==> config.mk <==
export PLATFORM = sky130hd
export DESIGN_NAME = joystick_direction_qualifier_top
export DESIGN_NICKNAME = d
export VERILOG_FILES = /design/src/rtl/jdq_pkg.sv /design/src/rtl/jdq_cfg_regs.sv /design/src/rtl/jdq_core.sv /design/src/rtl/joystick_direction_qualifier_top.sv
export SDC_FILE = /design/constraint.sdc
export NUM_CORES = 1
export LEC_CHECK = 0
export ABC_AREA = 0
export BUFFER_PORTS_ARGS = -buffer_cell sky130_fd_sc_hd__buf_2
export CORE_ASPECT_RATIO = 0.75
export CORE_UTILIZATION = 50
export DETAILED_ROUTE_END_ITERATION = 8
export PLACE_DENSITY = 0.71
export SYNTH_ARGS = -nofsm -noshare
export SYNTH_HDL_FRONTEND = slang
export SYNTH_HIERARCHICAL = 1
export SYNTH_SLANG_ARGS = --single-unit
==> constraint.sdc <==
create_clock -name aclk -period 4.8 [get_ports aclk]
set_input_delay 0 -clock aclk [delete_from_list [all_inputs] [get_ports aclk]]
set_output_delay 0 -clock aclk [all_outputs]
set_load 0.05 [all_outputs]
==> src/rtl/jdq_pkg.sv <==
// Package for the joystick direction qualifier: direction codes, register
// indexes and the configuration bundle. No dependencies.
package jdq_pkg;

    localparam int unsigned AXIS_W    = 10;
    localparam int unsigned TIME_W    = 32;
    localparam int unsigned REPEAT_W  = 16;
    localparam int unsigned CFG_IDX_W = 3;
    localparam int unsigned CFG_DAT_W = 16;
    localparam int unsigned S_DATA_W  = 56;
    localparam int unsigned M_DATA_W  = 8;

    typedef enum logic [2:0] {
        DIR_NONE  = 3'd0,
        DIR_UP    = 3'd1,
        DIR_DOWN  = 3'd2,
        DIR_LEFT  = 3'd3,
        DIR_RIGHT = 3'd4
    } dir_t;

    typedef enum logic [CFG_IDX_W-1:0] {
        CFG_OUTER_LOW  = 3'd0,
        CFG_OUTER_HIGH = 3'd1,
        CFG_HOLD_LOW   = 3'd2,
        CFG_HOLD_HIGH  = 3'd3,
        CFG_REPEAT_MS  = 3'd4
    } cfg_idx_t;

    localparam logic [AXIS_W-1:0]   OUTER_LOW_RST  = 10'd257;
    localparam logic [AXIS_W-1:0]   OUTER_HIGH_RST = 10'd768;
    localparam logic [AXIS_W-1:0]   HOLD_LOW_RST   = 10'd386;
    localparam logic [AXIS_W-1:0]   HOLD_HIGH_RST  = 10'd641;
    localparam logic [REPEAT_W-1:0] REPEAT_MS_RST  = 16'd300;

    typedef struct packed {
        logic [AXIS_W-1:0]   outer_low;
        logic [AXIS_W-1:0]   outer_high;
        logic [AXIS_W-1:0]   hold_low;
        logic [AXIS_W-1:0]   hold_high;
        logic [REPEAT_W-1:0] repeat_ms;
    } cfg_t;

endpackage

==> src/rtl/jdq_cfg_regs.sv <==
// Configuration register file for the joystick direction qualifier.
// Depends on jdq_pkg.
module jdq_cfg_regs (
    input  logic                           aclk,
    input  logic                           aresetn,
    input  logic                           cfg_we,
    input  logic [jdq_pkg::CFG_IDX_W-1:0]  cfg_index,
    input  logic [jdq_pkg::CFG_DAT_W-1:0]  cfg_wdata,
    output jdq_pkg::cfg_t                  cfg
);
    import jdq_pkg::*;

    cfg_t cfg_reg;

    always_ff @(posedge aclk) begin
        if (!aresetn) begin
            cfg_reg.outer_low  <= OUTER_LOW_RST;
            cfg_reg.outer_high <= OUTER_HIGH_RST;
            cfg_reg.hold_low   <= HOLD_LOW_RST;
            cfg_reg.hold_high  <= HOLD_HIGH_RST;
            cfg_reg.repeat_ms  <= REPEAT_MS_RST;
        end else if (cfg_we) begin
            unique case (cfg_idx_t'(cfg_index))
                CFG_OUTER_LOW:  cfg_reg.outer_low  <= cfg_wdata[AXIS_W-1:0];
                CFG_OUTER_HIGH: cfg_reg.outer_high <= cfg_wdata[AXIS_W-1:0];
                CFG_HOLD_LOW:   cfg_reg.hold_low   <= cfg_wdata[AXIS_W-1:0];
                CFG_HOLD_HIGH:  cfg_reg.hold_high  <= cfg_wdata[AXIS_W-1:0];
                CFG_REPEAT_MS:  cfg_reg.repeat_ms  <= cfg_wdata[REPEAT_W-1:0];
                default: begin
                end
            endcase
        end
    end

    assign cfg = cfg_reg;

endmodule

==> src/rtl/jdq_core.sv <==
// Direction classifier with hysteresis and repeat suppression; holds the
// last reported direction and its time. Depends on jdq_pkg.
module jdq_core (
    input  logic                         aclk,
    input  logic                         aresetn,
    input  jdq_pkg::cfg_t                cfg,
    input  logic                         advance,
    input  logic [jdq_pkg::AXIS_W-1:0]   x_reading,
    input  logic [jdq_pkg::AXIS_W-1:0]   y_reading,
    input  logic [jdq_pkg::TIME_W-1:0]   now_ms,
    output jdq_pkg::dir_t                direction
);
    import jdq_pkg::*;

    dir_t              last_dir_reg;
    dir_t              last_dir_next;
    logic [TIME_W-1:0] last_time_reg;
    logic [TIME_W-1:0] last_time_next;
    dir_t              classified;
    logic [TIME_W-1:0] elapsed;
    logic              too_soon;

    always_comb begin
        if (x_reading < cfg.outer_low) begin
            classified = DIR_LEFT;
        end else if (x_reading > cfg.outer_high) begin
            classified = DIR_RIGHT;
        end else if (y_reading > cfg.outer_high) begin
            classified = DIR_UP;
        end else if (y_reading < cfg.outer_low) begin
            classified = DIR_DOWN;
        end else begin
            unique case (last_dir_reg)
                DIR_LEFT:  classified = (x_reading < cfg.hold_low)  ? DIR_LEFT  : DIR_NONE;
                DIR_RIGHT: classified = (x_reading > cfg.hold_high) ? DIR_RIGHT : DIR_NONE;
                DIR_UP:    classified = (y_reading > cfg.hold_high) ? DIR_UP    : DIR_NONE;
                DIR_DOWN:  classified = (y_reading < cfg.hold_low)  ? DIR_DOWN  : DIR_NONE;
                default:   classified = DIR_NONE;
            endcase
        end
    end

    assign elapsed  = now_ms - last_time_reg;
    assign too_soon = elapsed < {{(TIME_W-REPEAT_W){1'b0}}, cfg.repeat_ms};

    always_comb begin
        last_dir_next  = last_dir_reg;
        last_time_next = last_time_reg;
        direction      = DIR_NONE;
        if (classified == DIR_NONE) begin
            last_dir_next = DIR_NONE;
        end else if (!(classified == last_dir_reg && too_soon)) begin
            last_dir_next  = classified;
            last_time_next = now_ms;
            direction      = classified;
        end
    end

    always_ff @(posedge aclk) begin
        if (!aresetn) begin
            last_dir_reg  <= DIR_NONE;
            last_time_reg <= '0;
        end else if (advance) begin
            last_dir_reg  <= last_dir_next;
            last_time_reg <= last_time_next;
        end
    end

endmodule

==> src/rtl/joystick_direction_qualifier_top.sv <==
// Top level of the joystick direction qualifier: input beat register,
// classifier core and result register. Depends on jdq_pkg, jdq_cfg_regs, jdq_core.
//
//   channel | dir | payload (low bit up)                      | handshake
//   s_      | in  | x_reading[9:0] y_reading[19:10] now_ms    | tvalid/tready
//   m_      | out | direction[2:0]                            | tvalid/tready
//   cfg_    | in  | cfg_index selects, cfg_wdata value        | cfg_we
//
// One beat per cycle while m_tready is high; m_tvalid is the result stage's valid bit.
// The input register feeds the core and result register in one pass; the core's
// last-direction/last-time registers update as the beat moves to the result stage.
// A stalled m_ side holds the result; s_tready stays high while either stage can
// move. aresetn is synchronous, active low; it empties both stages and restores
// the register defaults.
module joystick_direction_qualifier_top (
    input  logic                           aclk,
    input  logic                           aresetn,
    input  logic                           s_tvalid,
    output logic                           s_tready,
    // x_reading[9:0], y_reading[19:10], now_ms[51:20], zero[55:52]
    input  logic [jdq_pkg::S_DATA_W-1:0]   s_tdata,
    output logic                           m_tvalid,
    input  logic                           m_tready,
    // direction[2:0], zero[7:3]
    output logic [jdq_pkg::M_DATA_W-1:0]   m_tdata,
    input  logic                           cfg_we,
    input  logic [jdq_pkg::CFG_IDX_W-1:0]  cfg_index,
    input  logic [jdq_pkg::CFG_DAT_W-1:0]  cfg_wdata
);
    import jdq_pkg::*;

    cfg_t              cfg;
    logic              in_valid_reg;
    logic [AXIS_W-1:0] in_x_reg;
    logic [AXIS_W-1:0] in_y_reg;
    logic [TIME_W-1:0] in_now_reg;
    logic              out_valid_reg;
    dir_t              out_dir_reg;
    dir_t              core_dir;
    logic              out_free;
    logic              advance;

    assign out_free = !out_valid_reg || m_tready;
    assign advance  = in_valid_reg && out_free;
    assign s_tready = !in_valid_reg || out_free;

    jdq_cfg_regs u_cfg (
        .aclk      (aclk),
        .aresetn   (aresetn),
        .cfg_we    (cfg_we),
        .cfg_index (cfg_index),
        .cfg_wdata (cfg_wdata),
        .cfg       (cfg)
    );

    jdq_core u_core (
        .aclk      (aclk),
        .aresetn   (aresetn),
        .cfg       (cfg),
        .advance   (advance),
        .x_reading (in_x_reg),
        .y_reading (in_y_reg),
        .now_ms    (in_now_reg),
        .direction (core_dir)
    );

    always_ff @(posedge aclk) begin
        if (!aresetn) begin
            in_valid_reg <= 1'b0;
        end else if (s_tready) begin
            in_valid_reg <= s_tvalid;
        end
    end

    always_ff @(posedge aclk) begin
        if (s_tvalid && s_tready) begin
            in_x_reg   <= s_tdata[AXIS_W-1:0];
            in_y_reg   <= s_tdata[2*AXIS_W-1:AXIS_W];
            in_now_reg <= s_tdata[2*AXIS_W+TIME_W-1:2*AXIS_W];
        end
    end

    always_ff @(posedge aclk) begin
        if (!aresetn) begin
            out_valid_reg <= 1'b0;
        end else if (out_free) begin
            out_valid_reg <= in_valid_reg;
        end
    end

    always_ff @(posedge aclk) begin
        if (advance) begin
            out_dir_reg <= core_dir;
        end
    end

    assign m_tvalid = out_valid_reg;
    assign m_tdata  = {{(M_DATA_W-3){1'b0}}, out_dir_reg};

    a_dir_range: assert property (@(posedge aclk) disable iff (!aresetn)
        m_tvalid |-> (m_tdata[2:0] <= DIR_RIGHT))
        else $error("result direction code out of range");

    a_in_hold: assert property (@(posedge aclk) disable iff (!aresetn)
        (in_valid_reg && !out_free) |=> (in_valid_reg && $stable(in_now_reg)
            && $stable(in_x_reg) && $stable(in_y_reg)))
        else $error("input stage lost a stalled beat");

    a_accept_fill: assert property (@(posedge aclk) disable iff (!aresetn)
        (s_tvalid && s_tready) |=> in_valid_reg)
        else $error("accepted beat not captured");

    a_advance_fill: assert property (@(posedge aclk) disable iff (!aresetn)
        advance |=> out_valid_reg)
        else $error("advanced beat missing from result stage");

endmodule

# == Word-level counts from Yosys, hierarchy flattened ==
# Cells that the tools add are included.
# word_totals
output_inout_bits,10
regBits,148
# classes
mux,11
magnitude_cmp,9
addsub,1
eq_ne,10
n_reduce_logical,17
bitwise,2
# op_table
operator,n
10-bit > comparator,4
10-bit less-than comparator,4
32-bit by 16-bit less-than comparator with 1-bit output,1
32-bit subtractor,1
3-bit 2-to-1 mux,7
"3-bit by 2-bit == test with 1-bit output, second input constant",4
3-bit one-hot mux with 4 select lines,1
2-bit AND reduction,6
"3-bit by 1-bit == test with 1-bit output, second input constant",2
"3-bit == test, second input constant",2
3-bit logical NOT,2
2-bit 2-to-1 mux,2
3-bit == test,1
1-bit logical AND,3
3-bit AND reduction,1
1-bit logical NOT,2
1-bit logical OR,2
"2-bit by 1-bit inequality test with 1-bit output, second input constant",1
1-bit NOT,2
2-bit OR reduction,1
1-bit 2-to-1 mux,1

# == Longest topological paths before layout ==
# depth
ltp_word,11
ltp_mapped,23
depth_no_buf,21

# == By module ==
# The synthesis kept the hierarchy.
# modules_own_cells
mod,n_inst,cells_per_inst,area_per_inst_um2
jdq_core,1,754,5851.9
jdq_cfg_regs,1,214,2187.1
joystick_direction_qualifier_top,1,70,1796.7

# == Least setup slack after synthesis ==
# Ideal clock, no wire load.
# synth_path
kind,register to register
from,register in_now_reg[0]
to,register u_core.last_time_reg[0]
path_slack_ns,0.525
path_stages_with_launch,24
arrival_ns,4.157
setup_ns,0.118
period_less_slack_ns,4.275
cell_sequence,edfxtp_1 inv_1 ha_1 fa_1 nand2b_1 a21oi_2 o21a_1 o21ai_0 nand2_1 xor2_1 ha_1 a21o_1 a21o_1 a21o_1 a21oi_1 o2111ai_1 a2111oi_2 o2111ai_1 nor4b_4 nand3_2 and3_1 buf_6 buf_12 mux2i_1
# synth_between
elab_chain_cells,5
# synth_rtl
item,line_no,source
start: declaration,joystick_direction_qualifier_top.sv:36,logic [TIME_W-1:0] in_now_reg;
start signal: assignment,joystick_direction_qualifier_top.sv:79,in_now_reg <= s_tdata[2*AXIS_W+TIME_W-1:2*AXIS_W];
32-bit subtractor,jdq_core.sv:43,assign elapsed = now_ms - last_time_reg;
32-bit by 16-bit less-than comparator with 1-bit output,jdq_core.sv:44,"assign too_soon = elapsed < {{(TIME_W-REPEAT_W){1'b0}}, cfg.repeat_ms};"
1-bit logical AND,jdq_core.sv:52,end else if (!(classified == last_dir_reg && too_soon)) begin
1-bit NOT (no source line),--,
3-bit AND reduction (no source line),--,
end signal: assignment,jdq_core.sv:65,last_time_reg <= last_time_next;
end: declaration,jdq_core.sv:17,logic [TIME_W-1:0] last_time_reg;
# Several ways; a longest one is shown, not always the timed one.
# A chain may end at the register's enable or synchronous reset.

# == Final worst setup path ==
# layout_path
from,register in_now_reg[0]
to,register u_core.last_time_reg[2]
# layout_between
elab_chain_cells,5
# layout_rtl
item,line_no
32-bit subtractor,jdq_core.sv:43
32-bit by 16-bit less-than comparator with 1-bit output,jdq_core.sv:44
1-bit logical AND,jdq_core.sv:52
1-bit NOT (no source line),--
3-bit AND reduction (no source line),--
# No other way between the ends.

==> summary.md <==
| Metric | Value |
|---|---|
| Status | completed |
| Post-route worst setup slack | 0.204 ns |
| Psw | 1.05 mW |
| Cell row count | 44 |
| Ant diodes | 0 |
| Comb pwr share | 21.6% |
| Synth Flop Type | dfxtp_1 |
| Synth-to-Final Area Change | 19.2% |
| Worst hold margin | 0.0231 ns |
| Final hold violations | 0 |
| Port buffer count | 80 |
| Post-synthesis cell type count | 88 |
| Internal cell power | 2.53 mW |
| Mapped cell area | 9840 sq um |
| Async SR Flop Fraction | 0% |
| Maximum root-to-sink buffer count | 2 |
| Yosys warnings | 6 |
| Clock Pin Slew Worst Setup and Hold Paths | 0.07 ns |
| Avg Inst Size Synth | 9.48 sq um |
| Max_cap viols | 0 |
| Critical Path Fanout Max | 32 |
| Min cycle time layout | 4.60 ns |
| Sink Count | 148 |
| CTS root buf | clkbuf_16 |
| Final instance area | 11700 sq um |
| Detailed Route Iter0 Violations | 559 |
| Synth top area share | 18.9% |
| Syn Inst Count | 1038 |
| Seq/Total Area, Yosys | 35.7% |
| Commonest cells after routing, fill and taps aside | nand2_1, ha_1, inv_1 |
| Achievable Freq | 218 MHz |
| H-Tree Depth | 4 |
| Final setup vio count | 0 |
| RSZ-0062 raised after global routing | yes |
| Vias/cell | 5.50 |
| WS Path Type | reg2reg |
| Fillers | 1622 |
| Top cells by area, synth | dfxtp_1, edfxtp_1, ha_1 |
| Crit path DAT | 4.91 ns |
| Share of post-route cells with drive strength above 1 | 14.2% |
| Data required time of the worst path | 5.11 ns |
| Lkg Pwr | 4.89 nW |
| Placed inst area | 10300 sq um |
| Total power | 3.57 mW |
| Slew HR | 48.8% |
| DRC | 0 |
| Initial Utilization | 50.9% |
| Drt pass-1 iters | 7 |
| Seq pwr share | 39.5% |
| Peak supply drop | 0.000223 V |
| Storage element area | 3510 sq um |
| Global Route Usage Sum | 24.6% |
| Worst hold path class | in2reg |
| Crit path launch type | flop |
| Initial antenna violation count | 0 |
| Total die area | 20200 sq um |
| Worst skew pair latency | 0.43 ns |
| Io pins | 90 |
| Number of flops mapped to enable cells by yosys | 55 |
| CTS buffer count | 17 |
| Largest register FFs | 56 |
| Dpl ws | 0.205 ns |
| Global route overflow | 0 |
| Setup_tns | 0 ns |
| Largest area contributor in the netlist | dfxtp_1 |
| Final Wtd Congestion | 0.917 |
| Commonest non-fill, non-tap cell in the layout | nand2_1 |
| DIE WIDTH | 164 um |
| Via count | 7946 |
| Area of the multi-input gates | 5740 sq um |
| Power Dens Cells | 305 nW/um^2 |
| Routed len/inst | 16.7 um |
| Sw frac | 29.3% |
| Die Y | 123 um |
| WL final | 24200 um |
| Synth Register Bits | 148 |
| CTS tree | done |
| Core area | 19300 sq um |
| Pin count of the biggest net entering global routing | 88 |
| Vias in the first global route | 7468 |
| Dpl hpwl | 17500 um |
| Nets | 1382 |
| Tcrit/Tclk final | 95.7% |
| Post-Route Skew | 0.00983 ns |
| Max-slew violation count | 0 |
| Remaining antenna violation count | 0 |
| Slew @ Worst Pin | 0.749 ns |
| First-pass GRT wire length | 38000 um |
| Power share of the clock group | 38.9% |
| Crit end category | flop |
-- cells by family after synthesis --
family	count (synthesis)	share of synthesized area, %
fa+ha+maj	123	15.7
other cells	1	0.0381
mux	93	9.48
simple gates	306	15.7
compound gates	202	14.5
flops	148	35.7
xor+xnor	23	2.05
buf+inv	142	6.87
-- final timing paths --
check	start	to	slack [ns]	depth (start not counted)
setup / recovery	in_now_reg[0]	u_core/last_time_reg[2]	0.20	22
hold / removal	cfg_wdata[6]	u_cfg/cfg[6]	0.02	3
setup reg to reg	in_now_reg[0]	u_core/last_time_reg[2]	0.20	22
hold reg to reg	u_core/last_time_reg[8]	u_core/last_time_reg[8]	0.46	2
-- per-layer routing --
metal  GRT usage [%]  wire length [um]  up-vias
li1                -                 -     3959
met1            36.0             12300     3747
met2            36.0              9890      223
met3            6.04              1690       17
met4            5.96               258        0
met5               0                 0        -
-- per-stage QoR --
stage / util, % / std cells
3_3_place_gp: 53.5 / 1340
2_1_floorplan: - / 1042
3_5_place_dp: 53.5 / 1340
5_1_grt: 60.7 / 1445
4_1_cts: 60.2 / 1441
6_report: 60.7 / 1445
-- power by group through the flow --
stage          Combinational, mW  Clock [mW]  Sequential, mW
6_report                   0.771        1.39            1.41
5_1_grt                    0.857        1.46            1.42
4_1_cts                    0.745        1.41            1.41
3_5_place_dp               0.696           0            1.44
3_3_place_gp               0.683           0            1.44
2_1_floorplan              0.538           0            1.43
-- cells in the mapped netlist (7+ instances only) --
master	instances
nand2_1	159
ha_1	122
inv_1	102
dfxtp_1	93
mux2i_1	92
edfxtp_1	55
a21oi_1	45
nor2b_1	29
a21o_1	26
o21ai_0	24
nor2_1	23
nand4_1	21
nand3_1	15
xnor2_1	14
clkbuf_1	11
nor3_1	11
o211ai_1	11
a211oi_1	10
a31oi_1	10
o21a_1	10
o21ai_1	10
buf_2	9
xor2_1	9
buf_4	8
nand2b_1	7
-- worst max-delay path, cell delays in order, from the launching register on --
cell and delay [ns]:
edfxtp_1 0.35, inv_1 0.05, ha_1 0.22, fa_2 0.35, nand2b_4 0.16, a21oi_4 0.17, o21a_1 0.16, o21ai_0 0.07
nand2_1 0.10, xor2_1 0.15, ha_1 0.25, a21o_1 0.18, a21o_1 0.17, a21o_1 0.18, a21oi_2 0.16, o2111ai_2 0.15
a2111oi_4 0.31, o2111ai_2 0.20, nor4b_4 0.34, nand3_2 0.14, and3_4 0.21, buf_12 0.16, mux2i_1 0.17
-- what timing repair did --
action / 4_1_cts / 5_1_grt
hold buffers: 69 / 0
endpoints found under the setup margin: 0 / 32
setup buffers: 0 / 4
hold endpoints to repair: 100 / 0
gates resized for setup: 0 / 11
-- layout make-up --
class | instances | share of cell area (%)
inverter | 102 | 3.27
multi-input combinational | 752 | 48.9
clock inverter | 15 | 1.49
tap | 253 | 2.70
sequential | 148 | 30.0
clock buffer | 17 | 3.63
timing repair buffer | 158 | 10.0
Power figures use the tool's default switching activity.
